File: src/lbd_pkg.sv
// shared types, constants and register codes for the ladder button debouncer
`timescale 1ns / 1ps

package lbd_pkg;

    // sample, timestamp, duration and event widths
    localparam int SAMPLE_W = 10;
    localparam int TIME_W   = 32;
    localparam int DUR_W    = 16;
    localparam int EVENT_W  = 4;

    // configuration port widths
    localparam int CFG_IDX_W  = 4;
    localparam int CFG_DATA_W = 16;

    // minimum spacing between accepted samples, in ms
    localparam logic [TIME_W-1:0] SAMPLE_GAP_MS = 32'd10;

    // queue between front and back
    localparam int QDEPTH = 2;
    localparam int QPTR_W = $clog2(QDEPTH);
    localparam int QCNT_W = $clog2(QDEPTH + 1);

    // register indexes
    localparam logic [CFG_IDX_W-1:0] REG_MODE_THRESHOLD = 4'd0;
    localparam logic [CFG_IDX_W-1:0] REG_A_WINDOW_LOW   = 4'd1;
    localparam logic [CFG_IDX_W-1:0] REG_A_WINDOW_HIGH  = 4'd2;
    localparam logic [CFG_IDX_W-1:0] REG_B_WINDOW_LOW   = 4'd3;
    localparam logic [CFG_IDX_W-1:0] REG_B_WINDOW_HIGH  = 4'd4;
    localparam logic [CFG_IDX_W-1:0] REG_DEBOUNCE_TIME  = 4'd5;
    localparam logic [CFG_IDX_W-1:0] REG_LONG_TIME      = 4'd6;
    localparam logic [CFG_IDX_W-1:0] REG_REPEAT_TIME    = 4'd7;

    // register reset values
    localparam logic [SAMPLE_W-1:0] RST_MODE_THRESHOLD = 10'd900;
    localparam logic [SAMPLE_W-1:0] RST_A_WINDOW_LOW   = 10'd400;
    localparam logic [SAMPLE_W-1:0] RST_A_WINDOW_HIGH  = 10'd600;
    localparam logic [SAMPLE_W-1:0] RST_B_WINDOW_LOW   = 10'd150;
    localparam logic [SAMPLE_W-1:0] RST_B_WINDOW_HIGH  = 10'd400;
    localparam logic [DUR_W-1:0]    RST_DEBOUNCE_TIME  = 16'd30;
    localparam logic [DUR_W-1:0]    RST_LONG_TIME      = 16'd700;
    localparam logic [DUR_W-1:0]    RST_REPEAT_TIME    = 16'd150;

    // event codes
    localparam logic [EVENT_W-1:0] EV_NONE       = 4'd0;
    localparam logic [EVENT_W-1:0] EV_MODE_SHORT = 4'd1;
    localparam logic [EVENT_W-1:0] EV_A_SHORT    = 4'd2;
    localparam logic [EVENT_W-1:0] EV_B_SHORT    = 4'd3;
    localparam logic [EVENT_W-1:0] EV_MODE_LONG  = 4'd4;
    localparam logic [EVENT_W-1:0] EV_A_LONG     = 4'd5;
    localparam logic [EVENT_W-1:0] EV_B_LONG     = 4'd6;
    localparam logic [EVENT_W-1:0] EV_A_REPEAT   = 4'd7;
    localparam logic [EVENT_W-1:0] EV_B_REPEAT   = 4'd8;
    localparam logic [EVENT_W-1:0] EV_MAX        = EV_B_REPEAT;

    // button codes
    typedef enum logic [1:0] {
        BTN_NONE = 2'd0,
        BTN_MODE = 2'd1,
        BTN_A    = 2'd2,
        BTN_B    = 2'd3
    } btn_t;

    // configuration register set
    typedef struct packed {
        logic [SAMPLE_W-1:0] mode_threshold;
        logic [SAMPLE_W-1:0] a_window_low;
        logic [SAMPLE_W-1:0] a_window_high;
        logic [SAMPLE_W-1:0] b_window_low;
        logic [SAMPLE_W-1:0] b_window_high;
        logic [DUR_W-1:0]    debounce_time;
        logic [DUR_W-1:0]    long_time;
        logic [DUR_W-1:0]    repeat_time;
    } cfg_t;

    // classified sample handed from front to back
    typedef struct packed {
        logic              skip;
        btn_t              code;
        logic [TIME_W-1:0] time_ms;
    } qent_t;

endpackage

File: src/lbd_if.sv
// handshake channel interfaces for samples, events and configuration writes
`timescale 1ns / 1ps

interface lbd_sample_if import lbd_pkg::*; ();
    logic                valid;
    logic                ready;
    logic [SAMPLE_W-1:0] sample_value;
    logic [TIME_W-1:0]   time_ms;

    modport source (output valid, sample_value, time_ms, input ready);
    modport sink   (input valid, sample_value, time_ms, output ready);
endinterface

interface lbd_event_if import lbd_pkg::*; ();
    logic               valid;
    logic               ready;
    logic [EVENT_W-1:0] event_code;

    modport source (output valid, event_code, input ready);
    modport sink   (input valid, event_code, output ready);
endinterface

interface lbd_cfg_if import lbd_pkg::*; ();
    logic                  valid;
    logic                  ready;
    logic [CFG_IDX_W-1:0]  index;
    logic [CFG_DATA_W-1:0] data;

    modport source (output valid, index, data, input ready);
    modport sink   (input valid, index, data, output ready);
endinterface

File: src/lbd_front.sv
// front end: sample spacing filter and ladder window classification
`timescale 1ns / 1ps

module lbd_front import lbd_pkg::*; (
    input  logic            clk,
    input  logic            rst_n,
    lbd_sample_if.sink      smp,
    input  cfg_t            cfg,
    output logic            push_valid,
    input  logic            push_ready,
    output qent_t           push_data
);

    logic [TIME_W-1:0] last_accepted_reg;
    logic [TIME_W-1:0] last_accepted_next;
    logic [TIME_W-1:0] gap;
    logic              too_soon;
    logic              accept;
    btn_t              code;

    // handshake passes straight to the queue
    assign smp.ready  = push_ready;
    assign push_valid = smp.valid;
    assign accept     = smp.valid && push_ready;

    // wrapping gap since the last accepted sample
    assign gap      = smp.time_ms - last_accepted_reg;
    assign too_soon = (gap < SAMPLE_GAP_MS);

    // window classification, mode first then A then B
    always_comb
    begin
        if (smp.sample_value > cfg.mode_threshold)
            code = BTN_MODE;
        else if (smp.sample_value > cfg.a_window_low && smp.sample_value <= cfg.a_window_high)
            code = BTN_A;
        else if (smp.sample_value > cfg.b_window_low && smp.sample_value <= cfg.b_window_high)
            code = BTN_B;
        else
            code = BTN_NONE;
    end

    // queue entry
    always_comb
    begin
        push_data.skip    = too_soon;
        push_data.code    = code;
        push_data.time_ms = smp.time_ms;
    end

    // last accepted timestamp
    always_comb
    begin
        last_accepted_next = last_accepted_reg;
        if (accept && !too_soon)
            last_accepted_next = smp.time_ms;
    end

    always_ff @(posedge clk or negedge rst_n)
    begin
        if (!rst_n)
            last_accepted_reg <= '0;
        else
            last_accepted_reg <= last_accepted_next;
    end

endmodule

File: src/lbd_queue.sv
// short queue between the classifier and the event logic
`timescale 1ns / 1ps

module lbd_queue import lbd_pkg::*; (
    input  logic  clk,
    input  logic  rst_n,
    input  logic  push_valid,
    output logic  push_ready,
    input  qent_t push_data,
    output logic  pop_valid,
    input  logic  pop_ready,
    output qent_t pop_data
);

    qent_t             mem_reg [QDEPTH];
    logic [QPTR_W-1:0] wr_ptr_reg;
    logic [QPTR_W-1:0] wr_ptr_next;
    logic [QPTR_W-1:0] rd_ptr_reg;
    logic [QPTR_W-1:0] rd_ptr_next;
    logic [QCNT_W-1:0] count_reg;
    logic [QCNT_W-1:0] count_next;
    logic              do_push;
    logic              do_pop;

    // status
    assign push_ready = (count_reg != QCNT_W'(QDEPTH));
    assign pop_valid  = (count_reg != '0);
    assign pop_data   = mem_reg[rd_ptr_reg];
    assign do_push    = push_valid && push_ready;
    assign do_pop     = pop_valid && pop_ready;

    // pointer and count update
    always_comb
    begin
        wr_ptr_next = wr_ptr_reg;
        rd_ptr_next = rd_ptr_reg;
        count_next  = count_reg;
        if (do_push)
            wr_ptr_next = (wr_ptr_reg == QPTR_W'(QDEPTH - 1)) ? '0 : wr_ptr_reg + 1'b1;
        if (do_pop)
            rd_ptr_next = (rd_ptr_reg == QPTR_W'(QDEPTH - 1)) ? '0 : rd_ptr_reg + 1'b1;
        if (do_push && !do_pop)
            count_next = count_reg + 1'b1;
        else if (do_pop && !do_push)
            count_next = count_reg - 1'b1;
    end

    always_ff @(posedge clk or negedge rst_n)
    begin
        if (!rst_n)
        begin
            wr_ptr_reg <= '0;
            rd_ptr_reg <= '0;
            count_reg  <= '0;
        end
        else
        begin
            wr_ptr_reg <= wr_ptr_next;
            rd_ptr_reg <= rd_ptr_next;
            count_reg  <= count_next;
        end
    end

    // storage
    always_ff @(posedge clk)
    begin
        if (do_push)
            mem_reg[wr_ptr_reg] <= push_data;
    end

endmodule

File: src/lbd_back.sv
// back end: debounce, press timing, short press, long press and repeat events
`timescale 1ns / 1ps

module lbd_back import lbd_pkg::*; (
    input  logic        clk,
    input  logic        rst_n,
    input  cfg_t        cfg,
    input  logic        pop_valid,
    output logic        pop_ready,
    input  qent_t       pop_data,
    lbd_event_if.source evt
);

    btn_t               stable_reg;
    btn_t               stable_next;
    btn_t               cand_reg;
    btn_t               cand_next;
    logic [TIME_W-1:0]  cand_start_reg;
    logic [TIME_W-1:0]  cand_start_next;
    logic [TIME_W-1:0]  press_start_reg;
    logic [TIME_W-1:0]  press_start_next;
    logic [TIME_W-1:0]  deadline_reg;
    logic [TIME_W-1:0]  deadline_next;
    logic               long_done_reg;
    logic               long_done_next;
    logic               ev_valid_reg;
    logic               ev_valid_next;
    logic [EVENT_W-1:0] ev_reg;
    logic [EVENT_W-1:0] ev_next;
    logic [EVENT_W-1:0] ev_calc;
    logic               take;
    logic [TIME_W-1:0]  now;
    logic [TIME_W-1:0]  held_press;
    logic [TIME_W-1:0]  held_cand;
    logic [TIME_W-1:0]  next_deadline;

    // output register frees up when empty or being taken
    assign pop_ready      = !ev_valid_reg || evt.ready;
    assign take           = pop_valid && pop_ready;
    assign evt.valid      = ev_valid_reg;
    assign evt.event_code = ev_reg;

    // elapsed times, wrapping
    assign now           = pop_data.time_ms;
    assign held_press    = now - press_start_reg;
    assign held_cand     = now - cand_start_reg;
    assign next_deadline = now + TIME_W'(cfg.repeat_time);

    // per sample state update and event selection
    always_comb
    begin
        stable_next      = stable_reg;
        cand_next        = cand_reg;
        cand_start_next  = cand_start_reg;
        press_start_next = press_start_reg;
        deadline_next    = deadline_reg;
        long_done_next   = long_done_reg;
        ev_calc          = EV_NONE;
        if (pop_data.skip)
        begin
            ev_calc = EV_NONE;
        end
        else if (pop_data.code != cand_reg)
        begin
            // new candidate
            cand_next       = pop_data.code;
            cand_start_next = now;
        end
        else if (cand_reg == stable_reg)
        begin
            // button held steady
            if (stable_reg != BTN_NONE)
            begin
                if (!long_done_reg && held_press >= TIME_W'(cfg.long_time))
                begin
                    long_done_next = 1'b1;
                    deadline_next  = next_deadline;
                    case (stable_reg)
                        BTN_MODE: ev_calc = EV_MODE_LONG;
                        BTN_A:    ev_calc = EV_A_LONG;
                        BTN_B:    ev_calc = EV_B_LONG;
                        default:  ev_calc = EV_NONE;
                    endcase
                end
                else if (long_done_reg && now >= deadline_reg)
                begin
                    deadline_next = next_deadline;
                    case (stable_reg)
                        BTN_A:   ev_calc = EV_A_REPEAT;
                        BTN_B:   ev_calc = EV_B_REPEAT;
                        default: ev_calc = EV_NONE;
                    endcase
                end
            end
        end
        else if (held_cand >= TIME_W'(cfg.debounce_time))
        begin
            // candidate becomes stable
            stable_next = cand_reg;
            if (cand_reg != BTN_NONE)
            begin
                press_start_next = now;
                long_done_next   = 1'b0;
            end
            else if (!long_done_reg)
            begin
                case (stable_reg)
                    BTN_MODE: ev_calc = EV_MODE_SHORT;
                    BTN_A:    ev_calc = EV_A_SHORT;
                    BTN_B:    ev_calc = EV_B_SHORT;
                    default:  ev_calc = EV_NONE;
                endcase
            end
        end
    end

    // output register
    always_comb
    begin
        ev_valid_next = ev_valid_reg;
        ev_next       = ev_reg;
        if (take)
        begin
            ev_valid_next = 1'b1;
            ev_next       = ev_calc;
        end
        else if (evt.ready)
        begin
            ev_valid_next = 1'b0;
        end
    end

    always_ff @(posedge clk or negedge rst_n)
    begin
        if (!rst_n)
        begin
            stable_reg      <= BTN_NONE;
            cand_reg        <= BTN_NONE;
            cand_start_reg  <= '0;
            press_start_reg <= '0;
            deadline_reg    <= '0;
            long_done_reg   <= 1'b0;
            ev_valid_reg    <= 1'b0;
        end
        else
        begin
            ev_valid_reg <= ev_valid_next;
            if (take)
            begin
                stable_reg      <= stable_next;
                cand_reg        <= cand_next;
                cand_start_reg  <= cand_start_next;
                press_start_reg <= press_start_next;
                deadline_reg    <= deadline_next;
                long_done_reg   <= long_done_next;
            end
        end
    end

    always_ff @(posedge clk)
    begin
        ev_reg <= ev_next;
    end

endmodule

File: src/ladder_button_debounce_long_press.sv
// top level of the resistor ladder button debouncer with long press and repeat
//
// sample_ch takes one converter sample and its millisecond timestamp per request.
// event_ch returns exactly one event_code per sample request, in order; most are
// zero (no event), others report short press, long press or auto repeat.
// cfg_ch writes one of eight registers per request (index 0..7, higher ignored);
// it is always ready and is meant to be used only while no sample is in flight.
// An accepted sample is stored in the queue; when the output is free the back
// end takes it and loads the output register, from which its event is offered.
// Throughput: one sample per cycle sustained while event_ch does not stall,
// set by the per sample state update in the back end.
// The front end filters and classifies the sample, a two entry queue holds it,
// and the back end updates the debounce state and loads the output register.
// When event_ch stalls, the output register holds, the queue fills, and
// sample_ch ready drops once the queue is full; nothing is lost.
// Reset loads the default thresholds and times, clears all button state and
// empties the queue and the output register.
`timescale 1ns / 1ps

module ladder_button_debounce_long_press import lbd_pkg::*; (
    input  logic        clk,
    input  logic        rst_n,
    lbd_sample_if.sink  sample_ch,
    lbd_event_if.source event_ch,
    lbd_cfg_if.sink     cfg_ch
);

    cfg_t  cfg_reg;
    cfg_t  cfg_next;
    logic  push_valid;
    logic  push_ready;
    qent_t push_data;
    logic  pop_valid;
    logic  pop_ready;
    qent_t pop_data;

    // configuration register file
    assign cfg_ch.ready = 1'b1;

    always_comb
    begin
        cfg_next = cfg_reg;
        if (cfg_ch.valid)
        begin
            case (cfg_ch.index)
                REG_MODE_THRESHOLD: cfg_next.mode_threshold = cfg_ch.data[SAMPLE_W-1:0];
                REG_A_WINDOW_LOW:   cfg_next.a_window_low   = cfg_ch.data[SAMPLE_W-1:0];
                REG_A_WINDOW_HIGH:  cfg_next.a_window_high  = cfg_ch.data[SAMPLE_W-1:0];
                REG_B_WINDOW_LOW:   cfg_next.b_window_low   = cfg_ch.data[SAMPLE_W-1:0];
                REG_B_WINDOW_HIGH:  cfg_next.b_window_high  = cfg_ch.data[SAMPLE_W-1:0];
                REG_DEBOUNCE_TIME:  cfg_next.debounce_time  = cfg_ch.data[DUR_W-1:0];
                REG_LONG_TIME:      cfg_next.long_time      = cfg_ch.data[DUR_W-1:0];
                REG_REPEAT_TIME:    cfg_next.repeat_time    = cfg_ch.data[DUR_W-1:0];
                default:            cfg_next = cfg_reg;
            endcase
        end
    end

    always_ff @(posedge clk or negedge rst_n)
    begin
        if (!rst_n)
        begin
            cfg_reg.mode_threshold <= RST_MODE_THRESHOLD;
            cfg_reg.a_window_low   <= RST_A_WINDOW_LOW;
            cfg_reg.a_window_high  <= RST_A_WINDOW_HIGH;
            cfg_reg.b_window_low   <= RST_B_WINDOW_LOW;
            cfg_reg.b_window_high  <= RST_B_WINDOW_HIGH;
            cfg_reg.debounce_time  <= RST_DEBOUNCE_TIME;
            cfg_reg.long_time      <= RST_LONG_TIME;
            cfg_reg.repeat_time    <= RST_REPEAT_TIME;
        end
        else
        begin
            cfg_reg <= cfg_next;
        end
    end

    // classifier
    lbd_front u_front (
        .clk        (clk),
        .rst_n      (rst_n),
        .smp        (sample_ch),
        .cfg        (cfg_reg),
        .push_valid (push_valid),
        .push_ready (push_ready),
        .push_data  (push_data)
    );

    // decoupling queue
    lbd_queue u_queue (
        .clk        (clk),
        .rst_n      (rst_n),
        .push_valid (push_valid),
        .push_ready (push_ready),
        .push_data  (push_data),
        .pop_valid  (pop_valid),
        .pop_ready  (pop_ready),
        .pop_data   (pop_data)
    );

    // event logic
    lbd_back u_back (
        .clk       (clk),
        .rst_n     (rst_n),
        .cfg       (cfg_reg),
        .pop_valid (pop_valid),
        .pop_ready (pop_ready),
        .pop_data  (pop_data),
        .evt       (event_ch)
    );

endmodule

File: src/flat_wrapper.sv
// flat-port wrapper written by rule: the top's interface ports become plain ports
module ladder_button_debounce_long_press_flat import lbd_pkg::*;
  (clk, rst_n, sample_ch_valid, sample_ch_sample_value, sample_ch_time_ms, sample_ch_ready, event_ch_valid, event_ch_event_code, event_ch_ready, cfg_ch_valid, cfg_ch_index, cfg_ch_data, cfg_ch_ready);
  lbd_sample_if sample_ch_i ();
  lbd_event_if event_ch_i ();
  lbd_cfg_if cfg_ch_i ();
  input  logic clk;
  input  logic rst_n;
  input wire logic [$bits(sample_ch_i.valid)-1:0] sample_ch_valid;
  input wire logic [$bits(sample_ch_i.sample_value)-1:0] sample_ch_sample_value;
  input wire logic [$bits(sample_ch_i.time_ms)-1:0] sample_ch_time_ms;
  output wire logic [$bits(sample_ch_i.ready)-1:0] sample_ch_ready;
  output wire logic [$bits(event_ch_i.valid)-1:0] event_ch_valid;
  output wire logic [$bits(event_ch_i.event_code)-1:0] event_ch_event_code;
  input wire logic [$bits(event_ch_i.ready)-1:0] event_ch_ready;
  input wire logic [$bits(cfg_ch_i.valid)-1:0] cfg_ch_valid;
  input wire logic [$bits(cfg_ch_i.index)-1:0] cfg_ch_index;
  input wire logic [$bits(cfg_ch_i.data)-1:0] cfg_ch_data;
  output wire logic [$bits(cfg_ch_i.ready)-1:0] cfg_ch_ready;
  assign sample_ch_i.valid = sample_ch_valid;
  assign sample_ch_i.sample_value = sample_ch_sample_value;
  assign sample_ch_i.time_ms = sample_ch_time_ms;
  assign sample_ch_ready = sample_ch_i.ready;
  assign event_ch_valid = event_ch_i.valid;
  assign event_ch_event_code = event_ch_i.event_code;
  assign event_ch_i.ready = event_ch_ready;
  assign cfg_ch_i.valid = cfg_ch_valid;
  assign cfg_ch_i.index = cfg_ch_index;
  assign cfg_ch_i.data = cfg_ch_data;
  assign cfg_ch_ready = cfg_ch_i.ready;
  ladder_button_debounce_long_press u_core (.clk(clk), .rst_n(rst_n), .sample_ch(sample_ch_i), .event_ch(event_ch_i), .cfg_ch(cfg_ch_i));
endmodule
File: config.mk
export PLATFORM = sky130hd
export DESIGN_NAME = ladder_button_debounce_long_press_flat
export DESIGN_NICKNAME = d
export VERILOG_FILES = /design/src/lbd_pkg.sv /design/src/lbd_if.sv /design/src/lbd_front.sv /design/src/lbd_queue.sv /design/src/lbd_back.sv /design/src/ladder_button_debounce_long_press.sv /design/src/flat_wrapper.sv
export SDC_FILE = /design/constraint.sdc
export NUM_CORES = 1
export LEC_CHECK = 0
export ABC_AREA = 1
export CORE_UTILIZATION = 51
export DETAILED_ROUTE_END_ITERATION = 12
export DONT_BUFFER_PORTS = 1
export GPL_ROUTABILITY_DRIVEN = 0
export GPL_TIMING_DRIVEN = 0
export PLACE_DENSITY = 0.68
export SYNTH_ARGS = -nofsm -noshare
export SYNTH_HDL_FRONTEND = slang
export SYNTH_HIERARCHICAL = 1
export SYNTH_SLANG_ARGS = --single-unit
export TNS_END_PERCENT = 30
File: constraint.sdc
create_clock -name clk -period 10 [get_ports clk]
set_clock_uncertainty 0.1 [all_clocks]
set_input_delay 1 -clock clk [delete_from_list [all_inputs] [get_ports clk]]
set_output_delay 1 -clock clk [all_outputs]
set_load 0.01 [all_outputs]
==> metrics.md <==
| Metric | Value |
|---|---|
| Post-CTS Resized | 0 |
| Clock buffer depth | 3 |
| DRT Wirelength | 64500 um |
| Reg2reg path depth | 29 |
| Slew margin rel. | 0.499 |
| Max Cap Viol | 0 |
| Worst setup margin | slightly below 5 ns |
| DR vias | ~21000 |
| First-pass GRT wire length | 105000 um |
| Power share of the clock group | 0.151 |
| Syn nets | 3818 |
| Xor/xnor share of the synthesized area | 0.0279 |
| Crit path largest cell delay | between 0.5 and 0.6 ns |
| Main combinational cell family by area after synthesis | simple AND/OR/NAND/NOR gates |
| Die ar. | 48800 um^2 |
| CP max FO | 10 |
| Hold_buf cts | 0 |
| Post-Synthesis Cells | 3524 |
| Status | completed |
| Mux cell area share after synthesis | 0 |
| CP Capture Type | flip-flop |
| Seq pwr share | 0.207 |
| Hold/Removal Path Class | in -> async |
| Comb pwr share | 0.642 |
| Max Slew Vio Count | 0 |
| Most Frequent Cell on Critical Path | nand2_1 |
| Tcrit/Tclk final | 0.516 |
| Crit Path Category | reg -> reg |
| Synth Area in Compound Gates | 0.0744 |
| Vias in the first global route | roughly 20000 |
| VDD IR max | ~0.00019 V |
| Largest net degree at the start of global routing | approximately 240 |
| Area grow syn2layout | 8.56% |
| Setup TNS | 0 ns |
| RSZ-0062 raised after global routing | no |
| Post-synthesis adder-cell area fraction | 0.118 |
| Clock slew at reported path FFs | roughly 0.06 ns |
| Largest area contributor in the netlist | dfrtp_1 |
| Drt first pass iters | 7 |
| Detailed Place HPWL | between 50000 and 60000 um |
| Critical Path AT | about 5.4 ns |
| Static leakage | around 14 nW |
| Seq/Total Area, Yosys | 0.334 |
| Minimum clock period | ~5.2 ns |
| Post-CTS setup buffer count | 0 |
| Initial core utilization | 0.521 |
| Die H | ~220 um |
| Simple-Gate Fraction of Synth Area | 0.317 |
| Initial antenna violation count | 0 |
| Number of synthesized register bits | 310 |
| Synth Cell Area | roughly 24000 um^2 |
| Internal cell power | 0.00466 W |
| Pre-CTS WS | between 4 and 5 ns |
| Yosys top cell area share | 0.209 |
| Final Hold Viols | 0 |
| Pwr dens | between 300 and 400 nW/um^2 |
| Antenna violation net count after detailed routing | 0 |
| DRC viols | 0 |
| CP Launch Type | flip-flop |
| Synth cell types | 54 |
| Avg Inst Size Synth | 6.93 um^2 |
| Max Clock Freq | ~0.19 GHz |
| Endpoints failing setup | 0 |
| Post-route non-filler standard cell count | ~4200 |
| CTS tree | yes |
| H-tree depth | 2 |
| Synth area leaders | dfrtp_1 (21%), nand2_1 (20%), ha_1 (11%) |
| Tot Pwr | 0.00931 W |
| GR Overflow Total | 0 |
| Core area | around 47000 um^2 |
| Worst path required time | 10.20 ns |
| Yosys warnings | 6 |
| Slowest-stage cell, CP | fa_1 |
| Io pins | between 70 and 80 |
| Layout cells sized above 1 | 0.0841 |
| Final nets | 3858 |
| DP Cell Count | around 4100 |
| Vias per cell | between 5 and 6 |
| Number of flip-flops in the largest register | 98 |
| CTS buffer count | 36 |
| Die extent in x | around 220 um |
| Clock sinks | 310 |
| Clock Latency Late Sink | 0.56 ns |
| Starting DRT DRC Count | 1621 |
| Sw frac | 0.500 |
| Net Sw Power | between 0.004 and 0.005 W |
| Slew of the pin with the lowest slew margin | roughly 0.75 ns |
| Total Routing Usage GR | 0.267 |
| Root Buffer | clkbuf_16 |
| # rows | 79 |
| Port-buffer cells | 0 |
| Inserted Diodes | 0 |
| Drt wl/cell | 15.4 um |
-- cells in the final DEF (no fill, tap or decap), drive strengths merged, types with 32 or more instances in the layout --
cell    instances
nor3           35
inv           632
edfxtp         74
buf            87
o21ai         126
nand2        1323
dfrtp         204
ha            223
nand4          71
dfstp          32
xor2           57
clkbuf         71
a21oi         142
nand3         184
nor2          212
-- synth_stat cells, drive strengths merged --
library cell	number
o2111ai	3
clkinv	3
and3	3
buf	85
dfrtp	204
o21a	2
o21bai	22
nand4	71
nor2	212
a21oi	142
o211ai	4
nand2	1323
or2	1
xnor2	20
edfxtp	74
dfstp	32
nand3	184
o21ai	126
a31oi	3
fa	4
and2	5
inv	632
a32oi	1
ha	223
nor3	35
nand2b	1
a21o	4
nor4	5
a21boi	2
conb	1
a22oi	1
nor3b	2
xor2	57
nand3b	11
o311ai	2
clkbuf	19
a211oi	5
-- power by group through the flow --
stage / combinational [W] / clock (W) / sequential, W
final: 0.00598 / 0.00141 / 0.00193
after global routing: 0.00685 / 0.00149 / 0.00197
after CTS: 0.00593 / 0.00144 / 0.00192
after detailed placement: 0.00590 / 0 / 0.00194
after global placement: 0.00582 / 0 / 0.00194
after floorplan: 0.00454 / 0 / 0.00189
-- routing by layer --
layer,up-vias,wire length [um],global-route usage
met2,496,30300,0.458
li1,11100,-,-
met3,112,3570,0.0360
met1,9808,29100,0.353
met4,0,1580,0.0756
met5,-,0,0
-- layout make-up --
class / instances / area (um^2)
multi-input combinational: 2475 / 13100
buffer: 104 / 757
inverter: 635 / 2390
clock inverter: 13 / 201
clock buffer: 52 / 1080
fill: 4623 / 20300
sequential: 310 / 8170
timing repair buffer: 2 / 40.0
tap: 607 / 759
-- per-stage QoR --
step	hold slack [ns]	instance area (um^2)	utilization
2_1_floorplan	0.342	24400	-
3_3_place_gp	0.352	25200	0.538
3_5_place_dp	0.353	25200	0.539
4_1_cts	0.0180	26500	0.566
5_1_grt	0.0236	26500	0.566
6_report	0.0502	26500	0.566
-- worst max-delay path: cells and delay by family (launching register included) --
kind / cells / cell delay [ns]
flops: 1 / 0.37
fa+ha+maj: 2 / 0.78
compound gates: 2 / 0.26
buf+inv: 6 / 0.99
simple gates: 18 / 2.17
xor+xnor: 1 / 0.19
-- logic make-up after synthesis --
group / after synthesis
AOI/OAI and AO/OA: 317
DFF: 310
buffers and inverters: 739
adders and majority gates: 227
xor gates and xnor gates: 77
other: 1
and+or+nand+nor: 1853
-- path summary, 6_finish.rpt --
check	start	endpoint	slack (ns)
max	u_core/u_queue/rd_ptr_reg	u_core/u_back/evt.event_code[0]	4.84
min	rst_n	u_core/cfg_reg[51]	0.05
max reg2reg	u_core/u_queue/rd_ptr_reg	u_core/u_back/evt.event_code[0]	4.84
min reg2reg	u_core/cfg_reg[65]	u_core/cfg_reg[65]	0.36
max in group asynchronous	rst_n	u_core/u_back/press_start_reg[28]	9.32
min in group clk	u_core/cfg_reg[65]	u_core/cfg_reg[65]	0.36
Power figures use the tool's default switching activity.
